===== config.mk =====
export PLATFORM = sky130hd
export DESIGN_NAME = pin_entry_lock_controller
export DESIGN_NICKNAME = d
export VERILOG_FILES = /design/src/sv/plc_pkg.sv /design/src/sv/plc_fnv.sv /design/src/sv/pin_entry_lock_controller.sv
export SDC_FILE = /design/constraint.sdc
export NUM_CORES = 1
export LEC_CHECK = 0
export ABC_AREA = 1
export BUFFER_PORTS_ARGS = -buffer_cell sky130_fd_sc_hd__buf_2
export CAP_MARGIN = 20
export CELL_PAD_IN_SITES_DETAIL_PLACEMENT = 0
export CELL_PAD_IN_SITES_GLOBAL_PLACEMENT = 2
export CORE_MARGIN = 2
export CORE_UTILIZATION = 39
export CTS_CLUSTER_DIAMETER = 30
export CTS_CLUSTER_SIZE = 10
export DETAILED_ROUTE_END_ITERATION = 8
export PLACE_DENSITY = 0.78
export SETUP_SLACK_MARGIN = 0.4
export SLEW_MARGIN = 20
export SYNTH_ARGS = -nofsm -noshare
export SYNTH_HDL_FRONTEND = slang
export SYNTH_SLANG_ARGS = --single-unit

===== constraint.sdc =====
create_clock -name clk -period 6.35 [get_ports clk]
set_input_delay 0 -clock clk [delete_from_list [all_inputs] [get_ports clk]]
set_output_delay 0 -clock clk [all_outputs]
set_load 0.03 [all_outputs]

===== src/sv/plc_pkg.sv =====
`timescale 1ns / 1ps

package plc_pkg;

	localparam int unsigned PinLenDefault = 4;
	localparam int unsigned SaltBytes     = 4;

	localparam logic [31:0] FnvBasis = 32'h811C_9DC5;
	localparam logic [31:0] FnvPrime = 32'h0100_0193;

	localparam logic [7:0]  MaxAttemptsRst = 8'd5;
	localparam logic [31:0] BackoffRst     = 32'd60;
	localparam logic [31:0] RelockRst      = 32'd300;

	typedef enum logic [2:0] {
		CMD_DIGIT       = 3'd0,
		CMD_BEGIN       = 3'd1,
		CMD_CANCEL      = 3'd2,
		CMD_TICK        = 3'd3,
		CMD_LOCK_NOW    = 3'd4,
		CMD_LOCKOUT_ON  = 3'd5,
		CMD_LOCKOUT_OFF = 3'd6,
		CMD_UNKNOWN     = 3'd7
	} cmd_t;

	typedef enum logic [2:0] {
		OUT_IDLE     = 3'd0,
		OUT_PENDING  = 3'd1,
		OUT_ACCEPTED = 3'd2,
		OUT_REJECTED = 3'd3,
		OUT_BACKOFF  = 3'd4,
		OUT_DONE     = 3'd5,
		OUT_REFUSED  = 3'd6
	} outcome_t;

	typedef enum logic [1:0] {
		MODE_UNLOCKED  = 2'd0,
		MODE_USER      = 2'd1,
		MODE_INSTALLER = 2'd2
	} mode_t;

	typedef enum logic [1:0] {
		KIND_NONE      = 2'd0,
		KIND_SCREEN    = 2'd1,
		KIND_INSTALLER = 2'd2
	} kind_t;

	typedef enum logic [2:0] {
		CFG_MAX_ATTEMPTS   = 3'd0,
		CFG_BACKOFF_SEC    = 3'd1,
		CFG_RELOCK_SEC     = 3'd2,
		CFG_USER_SALT      = 3'd3,
		CFG_USER_HASH      = 3'd4,
		CFG_INSTALLER_SALT = 3'd5,
		CFG_INSTALLER_HASH = 3'd6,
		CFG_PINS_PRESENT   = 3'd7
	} cfg_idx_t;

	typedef enum logic [2:0] {
		ST_IDLE,
		ST_EXEC,
		ST_HSTART,
		ST_HWAIT,
		ST_CHECK,
		ST_EMIT
	} state_t;

	typedef struct packed {
		cmd_t        cmd;
		logic [3:0]  key_digit;
		logic        entry_purpose;
		logic [31:0] now_seconds;
	} in_t;

	typedef struct packed {
		outcome_t    outcome;
		mode_t       screen_lock;
		logic        installer_granted;
		logic [7:0]  tries_remaining;
		logic [3:0]  digits_entered;
		logic        in_backoff;
	} out_t;

endpackage


===== src/sv/plc_fnv.sv =====
`timescale 1ns / 1ps

module plc_fnv #(
	parameter int unsigned PIN_LEN = plc_pkg::PinLenDefault
) (
	input  logic                    clk,
	input  logic                    arst_n,
	input  logic                    start,
	input  logic [31:0]             salt,
	input  logic [PIN_LEN-1:0][3:0] digits,
	output logic                    done,
	output logic [31:0]             hash
);
	import plc_pkg::*;

	localparam int unsigned NSteps = SaltBytes + PIN_LEN;
	localparam int unsigned CntW   = $clog2(NSteps + 1);

	// byte queue, consumed from entry 0: salt LSB first, then the digits
	logic [NSteps-1:0][7:0] seq_q;
	logic [NSteps-1:0][7:0] seq_load;
	logic [31:0]            h_q;
	logic [CntW-1:0]        cnt_q;
	logic                   done_q;
	logic [31:0]            mix;
	logic [31:0]            prod;

	always_comb begin
		for (int i = 0; i < SaltBytes; i++) begin
			seq_load[i] = salt[8*i +: 8];
		end
		for (int j = 0; j < PIN_LEN; j++) begin
			seq_load[SaltBytes + j] = {4'b0000, digits[j]};
		end
	end

	// one FNV-1a round per cycle, low 32 bits of the product
	assign mix  = h_q ^ {24'b0, seq_q[0]};
	assign prod = mix * FnvPrime;

	always_ff @(posedge clk or negedge arst_n) begin
		if (!arst_n) begin
			cnt_q  <= '0;
			done_q <= 1'b0;
		end else begin
			done_q <= 1'b0;
			if (start) begin
				cnt_q <= CntW'(NSteps);
			end else if (cnt_q != '0) begin
				cnt_q <= cnt_q - 1'b1;
				if (cnt_q == CntW'(1)) begin
					done_q <= 1'b1;
				end
			end
		end
	end

	always_ff @(posedge clk) begin
		if (start) begin
			seq_q <= seq_load;
			h_q   <= FnvBasis;
		end else if (cnt_q != '0) begin
			seq_q <= seq_q >> 8;
			h_q   <= prod;
		end
	end

	assign done = done_q;
	assign hash = h_q;

endmodule


===== src/sv/pin_entry_lock_controller.sv =====
// Keypad PIN lock controller.
//
// Input channel (in_valid/in_ready/in_data): one keypad or timer event per
// transfer, each carrying the current time in seconds. Output channel
// (out_valid/out_ready/out_data): exactly one result per event, showing the
// outcome and the lock state after that event.
// Configuration: cfg_we writes cfg_wdata into the register chosen by
// cfg_index in the same cycle; write only while no event is in flight.
//
// Most events pass from the event latch through EXEC and EMIT to the output
// register; a new event is taken only once the last one is done. A digit
// that completes a PIN runs two FNV-1a hashes (user, installer) of
// PIN_LEN+4 rounds each through one shared 32x32 multiply-by-prime, one
// round a cycle, then CHECK and EMIT. in_ready is high only while idle.
// A result waits in the output register while out_ready is low; the block
// then holds the next result and takes no further event until it drains.
// Reset (arst_n low) loads the register defaults, unlocks the screen,
// clears the entry, backoff and installer flags and empties the output.
`timescale 1ns / 1ps

module pin_entry_lock_controller #(
	parameter int unsigned PIN_LEN = plc_pkg::PinLenDefault
) (
	input  logic               clk,
	input  logic               arst_n,
	input  logic               in_valid,
	output logic               in_ready,
	input  plc_pkg::in_t       in_data,
	output logic               out_valid,
	input  logic               out_ready,
	output plc_pkg::out_t      out_data,
	input  logic               cfg_we,
	input  plc_pkg::cfg_idx_t  cfg_index,
	input  logic [31:0]        cfg_wdata
);
	import plc_pkg::*;

	localparam int unsigned IdxW      = $clog2(PIN_LEN);
	localparam logic [3:0]  PinLenCnt = 4'(PIN_LEN);

	// configuration registers
	logic [7:0]  max_att_q;
	logic [31:0] backoff_s_q;
	logic [31:0] relock_s_q;
	logic [31:0] usalt_q;
	logic [31:0] uhash_q;
	logic [31:0] isalt_q;
	logic [31:0] ihash_q;
	logic [1:0]  pins_q;

	// controller state
	state_t                  state_q, state_d;
	mode_t                   mode_q;
	kind_t                   kind_q;
	logic                    lockout_q;
	logic                    access_q;
	logic [PIN_LEN-1:0][3:0] digit_store_q;
	logic [3:0]              count_q;
	logic [7:0]              tries_q;
	logic                    boff_on_q;
	logic [31:0]             boff_until_q;
	logic [31:0]             last_act_q;

	// per-event working registers
	in_t      req_q;
	outcome_t res_q;
	logic     pass_q;
	logic     user_ok_q;
	logic     inst_ok_q;
	out_t     out_q;
	logic     out_valid_q;

	// hash unit hookup
	logic        hash_start;
	logic        hash_done;
	logic [31:0] hash_val;
	logic [31:0] hash_salt;

	// decode of the latched event
	logic        boff_act;
	logic        digit_take;
	logic        need_hash;
	logic        relock_due;
	logic [31:0] elapsed;
	logic        pin_ok;
	logic [7:0]  tries_dec;
	logic        emit_fire;

	assign boff_act   = boff_on_q && (req_q.now_seconds < boff_until_q);
	// digit is stored: entry open, not backed off, a real decimal key
	assign digit_take = (req_q.cmd == CMD_DIGIT) && (kind_q != KIND_NONE) && !boff_act
	                    && (req_q.key_digit <= 4'd9);
	assign need_hash  = digit_take && ((count_q + 4'd1) == PinLenCnt);

	// time running backwards counts as no elapsed time
	assign elapsed    = req_q.now_seconds - last_act_q;
	assign relock_due = (req_q.now_seconds >= last_act_q) ? (elapsed >= relock_s_q)
	                                                      : (relock_s_q == '0);

	// installer entry or installer lock: installer PIN only
	assign pin_ok    = ((kind_q == KIND_INSTALLER) || (mode_q == MODE_INSTALLER))
	                   ? inst_ok_q : (user_ok_q || inst_ok_q);
	assign tries_dec = (tries_q != '0) ? (tries_q - 8'd1) : 8'd0;

	assign hash_salt = pass_q ? isalt_q : usalt_q;
	assign emit_fire = (state_q == ST_EMIT) && (!out_valid_q || out_ready);

	plc_fnv #(
		.PIN_LEN (PIN_LEN)
	) u_fnv (
		.clk    (clk),
		.arst_n (arst_n),
		.start  (hash_start),
		.salt   (hash_salt),
		.digits (digit_store_q),
		.done   (hash_done),
		.hash   (hash_val)
	);

	// sequencer
	always_ff @(posedge clk or negedge arst_n) begin
		if (!arst_n) begin
			state_q <= ST_IDLE;
		end else begin
			state_q <= state_d;
		end
	end

	always_comb begin
		state_d    = state_q;
		in_ready   = 1'b0;
		hash_start = 1'b0;
		unique case (state_q)
			ST_IDLE: begin
				in_ready = 1'b1;
				if (in_valid) begin
					state_d = ST_EXEC;
				end
			end
			ST_EXEC: begin
				state_d = need_hash ? ST_HSTART : ST_EMIT;
			end
			ST_HSTART: begin
				hash_start = 1'b1;
				state_d    = ST_HWAIT;
			end
			ST_HWAIT: begin
				if (hash_done) begin
					state_d = pass_q ? ST_CHECK : ST_HSTART;
				end
			end
			ST_CHECK: begin
				state_d = ST_EMIT;
			end
			ST_EMIT: begin
				if (emit_fire) begin
					state_d = ST_IDLE;
				end
			end
			default: begin
				state_d = ST_IDLE;
			end
		endcase
	end

	// config and lock state
	always_ff @(posedge clk or negedge arst_n) begin
		if (!arst_n) begin
			max_att_q     <= MaxAttemptsRst;
			backoff_s_q   <= BackoffRst;
			relock_s_q    <= RelockRst;
			usalt_q       <= '0;
			uhash_q       <= '0;
			isalt_q       <= '0;
			ihash_q       <= '0;
			pins_q        <= '0;
			mode_q        <= MODE_UNLOCKED;
			kind_q        <= KIND_NONE;
			lockout_q     <= 1'b0;
			access_q      <= 1'b0;
			digit_store_q <= '0;
			count_q       <= '0;
			tries_q       <= MaxAttemptsRst;
			boff_on_q     <= 1'b0;
			boff_until_q  <= '0;
			last_act_q    <= '0;
			res_q         <= OUT_DONE;
			pass_q        <= 1'b0;
			user_ok_q     <= 1'b0;
			inst_ok_q     <= 1'b0;
			out_valid_q   <= 1'b0;
		end else begin
			if (cfg_we) begin
				unique case (cfg_index)
					CFG_MAX_ATTEMPTS: begin
						// zero is stored as one
						max_att_q <= (cfg_wdata[7:0] == '0) ? 8'd1 : cfg_wdata[7:0];
					end
					CFG_BACKOFF_SEC:    backoff_s_q <= cfg_wdata;
					CFG_RELOCK_SEC:     relock_s_q  <= cfg_wdata;
					CFG_USER_SALT:      usalt_q     <= cfg_wdata;
					CFG_USER_HASH:      uhash_q     <= cfg_wdata;
					CFG_INSTALLER_SALT: isalt_q     <= cfg_wdata;
					CFG_INSTALLER_HASH: ihash_q     <= cfg_wdata;
					CFG_PINS_PRESENT:   pins_q      <= cfg_wdata[1:0];
					default: ;
				endcase
			end

			unique case (state_q)
				ST_EXEC: begin
					res_q <= OUT_DONE;
					unique case (req_q.cmd)
						CMD_DIGIT: begin
							last_act_q <= req_q.now_seconds;
							pass_q     <= 1'b0;
							if (kind_q == KIND_NONE) begin
								res_q <= OUT_IDLE;
							end else if (boff_act) begin
								res_q <= OUT_BACKOFF;
							end else begin
								res_q <= OUT_PENDING;
							end
							if (digit_take) begin
								digit_store_q[count_q[IdxW-1:0]] <= req_q.key_digit;
								count_q <= count_q + 4'd1;
							end
						end
						CMD_BEGIN: begin
							digit_store_q <= '0;
							count_q       <= '0;
							kind_q        <= req_q.entry_purpose ? KIND_INSTALLER
							                                     : KIND_SCREEN;
							last_act_q    <= req_q.now_seconds;
						end
						CMD_CANCEL: begin
							digit_store_q <= '0;
							count_q       <= '0;
							kind_q        <= KIND_NONE;
						end
						CMD_TICK: begin
							if (boff_on_q && !boff_act) begin
								boff_on_q <= 1'b0;
								tries_q   <= max_att_q;
							end
							if (relock_due) begin
								access_q      <= 1'b0;
								digit_store_q <= '0;
								count_q       <= '0;
								kind_q        <= KIND_NONE;
								// relock only from unlocked
								if (mode_q == MODE_UNLOCKED) begin
									if (lockout_q) begin
										mode_q <= MODE_INSTALLER;
									end else if (pins_q[0]) begin
										mode_q <= MODE_USER;
									end
								end
							end
						end
						CMD_LOCK_NOW: begin
							if (!pins_q[0] || (mode_q == MODE_INSTALLER)) begin
								res_q <= OUT_REFUSED;
							end else begin
								mode_q        <= MODE_USER;
								digit_store_q <= '0;
								count_q       <= '0;
								kind_q        <= KIND_NONE;
								last_act_q    <= req_q.now_seconds;
							end
						end
						CMD_LOCKOUT_ON: begin
							if (!pins_q[1]) begin
								res_q <= OUT_REFUSED;
							end else begin
								lockout_q     <= 1'b1;
								mode_q        <= MODE_INSTALLER;
								access_q      <= 1'b0;
								digit_store_q <= '0;
								count_q       <= '0;
								kind_q        <= KIND_NONE;
								last_act_q    <= req_q.now_seconds;
							end
						end
						CMD_LOCKOUT_OFF: begin
							lockout_q <= 1'b0;
							if (mode_q == MODE_INSTALLER) begin
								mode_q <= MODE_UNLOCKED;
							end
							digit_store_q <= '0;
							count_q       <= '0;
							kind_q        <= KIND_NONE;
							last_act_q    <= req_q.now_seconds;
						end
						CMD_UNKNOWN: begin
							res_q <= OUT_REFUSED;
						end
						default: ;
					endcase
				end
				ST_HWAIT: begin
					if (hash_done) begin
						if (!pass_q) begin
							user_ok_q <= pins_q[0] && (hash_val == uhash_q);
							pass_q    <= 1'b1;
						end else begin
							inst_ok_q <= pins_q[1] && (hash_val == ihash_q);
						end
					end
				end
				ST_CHECK: begin
					digit_store_q <= '0;
					count_q       <= '0;
					kind_q        <= KIND_NONE;
					if (pin_ok) begin
						tries_q   <= max_att_q;
						boff_on_q <= 1'b0;
						if (kind_q == KIND_INSTALLER) begin
							access_q <= 1'b1;
						end
						mode_q <= MODE_UNLOCKED;
						res_q  <= OUT_ACCEPTED;
					end else begin
						tries_q <= tries_dec;
						if (tries_dec == '0) begin
							boff_on_q    <= 1'b1;
							boff_until_q <= req_q.now_seconds + backoff_s_q;
							res_q        <= OUT_BACKOFF;
						end else begin
							res_q <= OUT_REJECTED;
						end
					end
				end
				default: ;
			endcase

			if (emit_fire) begin
				out_valid_q <= 1'b1;
			end else if (out_ready) begin
				out_valid_q <= 1'b0;
			end
		end
	end

	// event latch and result register
	always_ff @(posedge clk) begin
		if (in_valid && in_ready) begin
			req_q <= in_data;
		end
		if (emit_fire) begin
			out_q.outcome           <= res_q;
			out_q.screen_lock       <= mode_q;
			out_q.installer_granted <= access_q;
			out_q.tries_remaining   <= tries_q;
			out_q.digits_entered    <= count_q;
			out_q.in_backoff        <= boff_act;
		end
	end

	assign out_valid = out_valid_q;
	assign out_data  = out_q;

endmodule


==> results of run 1 <==
cell type report:
type | count | share of cell area (%)
clock buffer | 138 | 8.29
inverter | 616 | 6.44
sequential | 455 | 32.8
timing repair buffer | 210 | 4.35
clock inverter | 66 | 2.18
multi-input combinational | 2392 | 42.5
tap | 978 | 3.41
antenna | 5 | 0.0348
flip-flops by register name, indices dropped and copies added, names as in the netlist, 3 cells and up:
| name | cells |
|---|---|
| backoff_s_q | 32 |
| u_fnv.hash | 32 |
| uhash_q | 32 |
| tries_q | 8 |
| relock_s_q | 32 |
| last_act_q | 32 |
| res_q | 3 |
| u_fnv.cnt_q | 4 |
| boff_until_q | 32 |
| isalt_q | 32 |
| usalt_q | 32 |
| ihash_q | 32 |
| max_att_q | 8 |
| state_q | 3 |
| u_fnv.seq_q | 48 |
| count_q | 4 |
| out_data | 19 |
| req_q | 40 |
| digit_store_q | 16 |
worst max path at each step:
stage | startpoint | end | slack (ns) | depth (start not counted)
floorplan | u_fnv.seq_q[3] | u_fnv.hash[26] | 1.56 | 23
global placement | u_fnv.seq_q[3] | u_fnv.hash[25] | 0.71 | 21
detailed placement | u_fnv.seq_q[3] | u_fnv.hash[25] | 0.60 | 21
CTS | u_fnv.seq_q[3] | u_fnv.hash[25] | 0.60 | 21
global route | u_fnv.seq_q[3] | u_fnv.hash[26] | 0.49 | 24
finish | u_fnv.seq_q[3] | u_fnv.hash[25] | 0.85 | 21
worst reg2reg max path: stages (launching register included):
cell      delay [ns]
edfxtp_1        0.40
xor2_2          0.42
ha_1            0.33
ha_1            0.34
fa_1            0.51
ha_1            0.14
inv_1           0.05
fa_1            0.54
inv_1           0.04
ha_1            0.27
inv_1           0.05
fa_1            0.54
inv_1           0.04
ha_1            0.35
nand2_1         0.14
nor2_1          0.06
nor2_1          0.16
nor3_1          0.07
o21ai_0         0.25
nand3_1         0.22
o21ai_0         0.35
o21ai_0         0.14
cells by family (layout without fill, tap and decap cells):
| family | after synthesis | after routing | synth area share, % |
|---|---|---|---|
| DFF | 455 | 455 | 39.7 |
| AOI/OAI and AO/OA | 694 | 694 | 12.9 |
| xor gates and xnor gates | 105 | 105 | 3.10 |
| adders and majority gates | 396 | 396 | 18.6 |
| buffers and inverters | 694 | 1030 | 8.96 |
| and+or+nand+nor | 1197 | 1197 | 16.6 |
| other | 0 | 5 | 0 |
cells in the final DEF (no fill, tap or decap), drive strengths merged, types with 12 or more instances in the layout:
master,n
a211oi,12
a21o,19
a21oi,196
a31oi,13
buf,130
clkbuf,138
clkinv,33
clkinvlp,12
dfrtp,302
dfstp,14
dfxtp,32
dlygate4sd3,80
edfxtp,107
fa,76
ha,320
inv,626
nand2,749
nand3,80
nand4,43
nor2,262
nor3,29
nor4,16
o21ai,356
o22ai,15
o31ai,28
xnor2,48
xor2,57
cell usage after synthesis (3+ instances only):
master	number
dfxtp_1	32
nand3_1	76
clkbuf_1	60
o2111ai_1	3
o21ai_1	8
a21o_1	19
ha_1	320
o22ai_1	15
dfrtp_1	302
nor2_1	257
xnor2_1	48
fa_1	76
a31oi_1	13
nand3_2	4
nor3_1	26
or2_2	11
nand4_1	43
a211oi_1	12
nand2_1	746
nand2_2	3
inv_1	605
o211ai_1	8
xor2_1	57
a221oi_1	6
dfstp_2	14
o21a_1	6
o21bai_1	10
buf_2	12
a22oi_1	4
a21oi_1	196
edfxtp_1	107
inv_2	10
nor2_4	3
buf_6	4
o21ai_0	347
a21boi_0	6
nand3b_1	5
o31ai_1	28
nor4_1	14
metrics by stage:
step                      util [%]  hold WS (ns)
after floorplan                  -        -0.296
after global placement        41.4         0.154
after detailed placement      41.4         0.153
after CTS                     47.4       0.00878
after global routing          47.5        0.0384
final                         47.5       -0.0292
metal layers:
| metal | up-vias | routed length, um | GRT usage [%] |
|---|---|---|---|
| li1 | 12100 | - | - |
| met1 | 11900 | 43100 | 33.1 |
| met2 | 536 | 46100 | 42.3 |
| met3 | 128 | 4100 | 3.16 |
| met4 | 0 | 2610 | 8.25 |
| met5 | - | 0 | 0 |
what timing repair did:
item / CTS / global route
setup endpoints to repair: 0 / 5
endpoints found under the hold margin: 345 / 0
hold buffers: 80 / 0
resized for setup: 0 / 2
==> run_results.csv, run 1 <==
group,metric,value,unit
run_status,status,"finished with violations",
run_status,violations,"hold timing",
placed_design,place_hpwl,72.9,mm
final_layout,fin_nets,4259,
setup_path,cp_num_buf_inv,4,
timing,period_needed,5.50,ns
setup_path,critical_path.slowest_cell,"fa_1",
logic_synthesis,yosysSeqAreaShare,39.7,%
logic_synthesis,ys_ff_latch,455,
timing,final_max_slew_viol_count,0,
timing,rsz0062_at_grt,"false",
final_layout,multi_input_area,15300,um2
setup_path,crit_type,"reg -> reg",
logic_synthesis,netlist.area_leader.share,25.5,%
clock_network,cts_tree,"built",
worst_hold_path,min_path_cells,4,
placed_design,placed_cell_area,31300,um2
logic_synthesis,synth_area_leaders,"dfrtp_1, ha_1, edfxtp_1",
timing,finClkSkew,0.0447,ns
grt,grt_pass1_vias,25400,
logic_synthesis,synth_edf_count,107,
floorplanning,dieWidth,280,um
route,drt_first_pass_iters,7,
grt,overflow,0,
grt,antenna_found_initial,6,
grt,grt_max_degree,159,
clock_network,clock-sinks,455,
timing,max_freq,182,MHz
logic_synthesis,synth_area,29600,um2
setup_path,r2r_cells,21,
route,drc_errors,0,
clock_network,clk_path_buf_depth,3,
placed_design,port_buffers,100,
timing,tightest_slew,1.01,ns
final_layout,fill_cells,7479,
route,drt-total-wl,95.9,mm
placed_design,post-place-ws,0.605,ns
logic_synthesis,synth_ff_type,"dfrtp_1",
timing,fin_ws,0.849,ns
placed_design,dp_cells,4570,
floorplanning,die_h,280,um
logic_synthesis,syn-instance-count,3541,
timing,final_hold_viol_count,6,
setup_path,crit_chain,"xor2_2 -> ha_1 -> ha_1 -> fa_1 -> ha_1 -> inv_1 -> fa_1 -> inv_1 -> ha_1 -> inv_1 -> fa_1 -> inv_1 -> ha_1 -> nand2_1 -> nor2_1 -> nor2_1 -> nor3_1 -> o21ai_0 -> nand3_1 -> o21ai_0 -> o21ai_0",
setup_path,cp_common_cell,"ha_1",
route,post_drt_wl_per_cell,19.7,um
logic_synthesis,synth_top_area_cell,"dfrtp_1",
route,vias,24700,
timing,hold_slack,-0.0292,ns
clock_network,cts_made_buffers,108,
final_layout,layout.cells.non_filler,4860,
setup_path,critPathLaunchType,"flop",
floorplanning,design.die.area,78200,um2
placed_design,place_congestion,0.969,
floorplanning,io_pins,101,
clock_network,insertion_delay,0.66,ns
clock_network,clock-root-buffer,"clkbuf_16",
setup_path,end_kind,"flop",
setup_path,timing.rr.end,"u_fnv.hash[25]",
grt,grt_pass1_wl,149,mm
timing,setup_tns,0,ns
timing,fin_crit_sh,86.6,%
floorplanning,core_area,75600,um2
floorplanning,fp-row-count,101,
logic_synthesis,synth_cell_types,56,
logic_synthesis,post_synth.cell_area_avg,8.37,um2
route,ant_nets,0,
final_layout,final_area,35900,um2
clock_network,postCtsSetupRepairBufs,0,
job,cap_violations,0,
setup_path,reg2reg_from,"u_fnv.seq_q[3]",
worst_hold_path,hold_start,"cfg_index[0]",
logic_synthesis,synthArstFlopShare,69.5,%
grt,grt_usage,25.0,%
setup_path,cp_max_fo,5,
setup_path,reg2reg_slack,0.85,ns
worst_hold_path,min_to,"relock_s_q[3]",
setup_path,critical_path.top_delay_family,"adder cells",
logic_synthesis,ys_warn_count,0,
route,drtIter0Drc,1397,
clock_network,path_clk_slew,0.05,ns
logic_synthesis,syn-num-nets,4017,
worst_hold_path,hp-class,"in -> reg",
final_layout,syn_to_final_growth,21.2,%
setup_path,worst_ep_required_time,6.87,ns
route,avgViaCountPerCell,5.07,
setup_path,crit_arrival,6.02,ns
clock_network,htree_levels,3,
timing,setup_viol,0,
timing,maxSlewHeadroom,32.9,%
floorplanning,start_util,39.2,%
final_layout,seqCellArea,11800,um2
final_layout,drive_gt1_share,9.83,%
setup_path,cpPeakStageDelay,0.54,ns
Power of run 1 is not shown: default switching activity piles up to over one toggle a cycle in this logic, so the estimate is an artifact.
==> inputs of run 2 (changes only) <==
- PLACE_DENSITY: 0.78 -> not set
- PLACE_DENSITY_LB_ADDON: not set -> 0.1
==> run 2 against run 1 <==
First-iteration DRC count increased by 18%. Die area stayed put. Cell area rose by 1.9%. Register-to-register slack better by 0.05 ns. The flow still finishes with violations (hold timing). Worst setup slack better by 0.049 ns. Via count up 0.31%. Utilization rose by 0.88 points. Wire length grew 1.6%. Non-clock buffer count rose by 20. Global-route usage rose by 0.47 points. Flip-flop and latch count is the same.
==> run_results.csv, run 2 (synthesized netlist as in run 1, its figures left out) <==
group,metric,value,unit
floorplanning,io_pins,101,
grt,grt_max_degree,112,
clock_network,cts_made_buffers,119,
final_layout,fin_nets,4290,
final_layout,layout_common_cells,"nand2_1, inv_1, o21ai_0",
final_layout,drive_gt1_share,10.2,%
timing,rsz0062_at_grt,"false",
floorplanning,die_h,280,um
clock_network,clock-sinks,455,
timing,period_needed,5.45,ns
setup_path,end_kind,"flop",
floorplanning,dieWidth,280,um
floorplanning,design.die.area,78200,um2
route,drtIter0Drc,1648,
route,drt-total-wl,97.5,mm
timing,setup_viol,0,
setup_path,worst_ep_required_time,6.88,ns
final_layout,top_register,"u_fnv.seq_q",
clock_network,clock-root-buffer,"clkbuf_16",
grt,grt_pass1_vias,25100,
final_layout,final_common_cell,"nand2_1",
route,drc_errors,0,
final_layout,largest_reg_flops,48,
timing,maxSlewHeadroom,32.6,%
timing,setup_tns,0,ns
timing,max_freq,183,MHz
run_status,status,"finished with violations",
clock_network,path_clk_slew,0.05,ns
grt,antenna_found_initial,8,
floorplanning,core_area,75600,um2
route,ant_nets,0,
grt,grt_usage,25.5,%
run_status,violations,"hold timing",
grt,grt_pass1_wl,151,mm
timing,final_hold_viol_count,5,
route,vias,24700,
setup_path,critPathLaunchType,"flop",
timing,final_max_slew_viol_count,0,
placed_design,port_buffers,100,
clock_network,cts_tree,"built",
clock_network,htree_levels,3,
setup_path,crit_arrival,5.99,ns
final_layout,reg_top3,"u_fnv.seq_q: 48 flops, req_q: 40 flops",
route,drt_first_pass_iters,6,
route,avgViaCountPerCell,5.05,
timing,tightest_slew,1.01,ns
placed_design,place_hpwl,73.8,mm
setup_path,crit_type,"reg -> reg",
timing,finClkSkew,0.0780,ns
final_layout,utilization,48.4,%
final_layout,fill_cells,7328,
job,cap_violations,0,
clock_network,postCtsSetupRepairBufs,0,
clock_network,clk_path_buf_depth,3,
final_layout,syn_to_final_growth,23.4,%
route,post_drt_wl_per_cell,19.9,um
placed_design,place_congestion,0.885,
setup_path,cp_max_fo,5,
worst_hold_path,hp-class,"in -> async",
floorplanning,fp-row-count,101,
timing,fin_crit_sh,85.9,%
grt,overflow,0,
final_layout,antenna_cells,0,
clock_network,insertion_delay,0.69,ns
timing,hold_slack,-0.0168,ns
floorplanning,start_util,39.2,%
[run 2: cell types whose count changed in the layout (fill, tap and decap cells not counted), sizes merged]
cell / previous run / this run
dlygate4sd3: 80 / 93
inv: 626 / 616
bufinv: 11 / 17
buf: 130 / 137
diode: 5 / 0
clkbuf: 138 / 164
[run 2: per-layer routing]
metal  GRT usage, %  vias up  share of wire (%)
li1               -    12100                  -
met1           36.8    11900                 49
met2           40.3      545                 44
met3           3.10      142                4.1
met4           6.65        2                2.3
met5              0        -              0.013
[run 2: final timing paths]
check,startpoint,endpoint,slack (ns),cells after the start
max reg2reg,u_fnv.seq_q[3],u_fnv.hash[31],0.90,25
max,u_fnv.seq_q[3],u_fnv.hash[31],0.90,25
min reg2reg,tries_q[6],out_data[11],0.46,0
min in group clk,cfg_wdata[8],isalt_q[8],0,3
min,arst_n,max_att_q[4],-0.02,2
max in group asynchronous,arst_n,boff_until_q[18],4.92,3
[run 2: layout make-up]
class | instances | area, um2 | share of cell area (%)
multi-input cells | 2392 | 15300 | 41.7
flip-flops and latches | 455 | 11800 | 32.2
clock buffers | 164 | 3350 | 9.16
inverters | 616 | 2310 | 6.32
repair buffers | 230 | 1750 | 4.78
well taps | 978 | 1220 | 3.35
clock inverters | 62 | 901 | 2.46
[run 2: what timing repair did]
action                                  CTS  global route
gates resized for setup                   0             2
hold buffers                             93             0
hold endpoints to repair                323             0
endpoints found under the setup margin    0             8
[run 2: worst max-delay path, cell delays in order (launching register included)]
cell and delay [ns]:
edfxtp_1 0.40, xor2_2 0.43, ha_1 0.32, ha_1 0.33, fa_1 0.49, ha_1 0.13
inv_1 0.05, fa_1 0.54, inv_1 0.05, ha_1 0.27, inv_1 0.05, fa_1 0.53
inv_1 0.04, ha_1 0.35, nand2_1 0.13, nor2_1 0.06, nor2_1 0.14, nand3_1 0.19
a21oi_1 0.33, inv_1 0.08, nand4_1 0.08, nand2_1 0.09, inv_1 0.06, nand2_1 0.05
nand3_1 0.06, nand2_1 0.05
[run 2: stage by stage]
step                      setup WS, ns  hold slack (ns)  instances  instance area, um2
final                            0.898          -0.0168       4897               36600
after global placement           0.733            0.148       4576               31300
after floorplan                   1.56           -0.296       3541               29600
after detailed placement         0.647            0.157       4577               31400
after CTS                        0.598          0.00164       4896               36500
after global routing             0.517           0.0228       4897               36600
Power of run 2 is left out for the same reason.
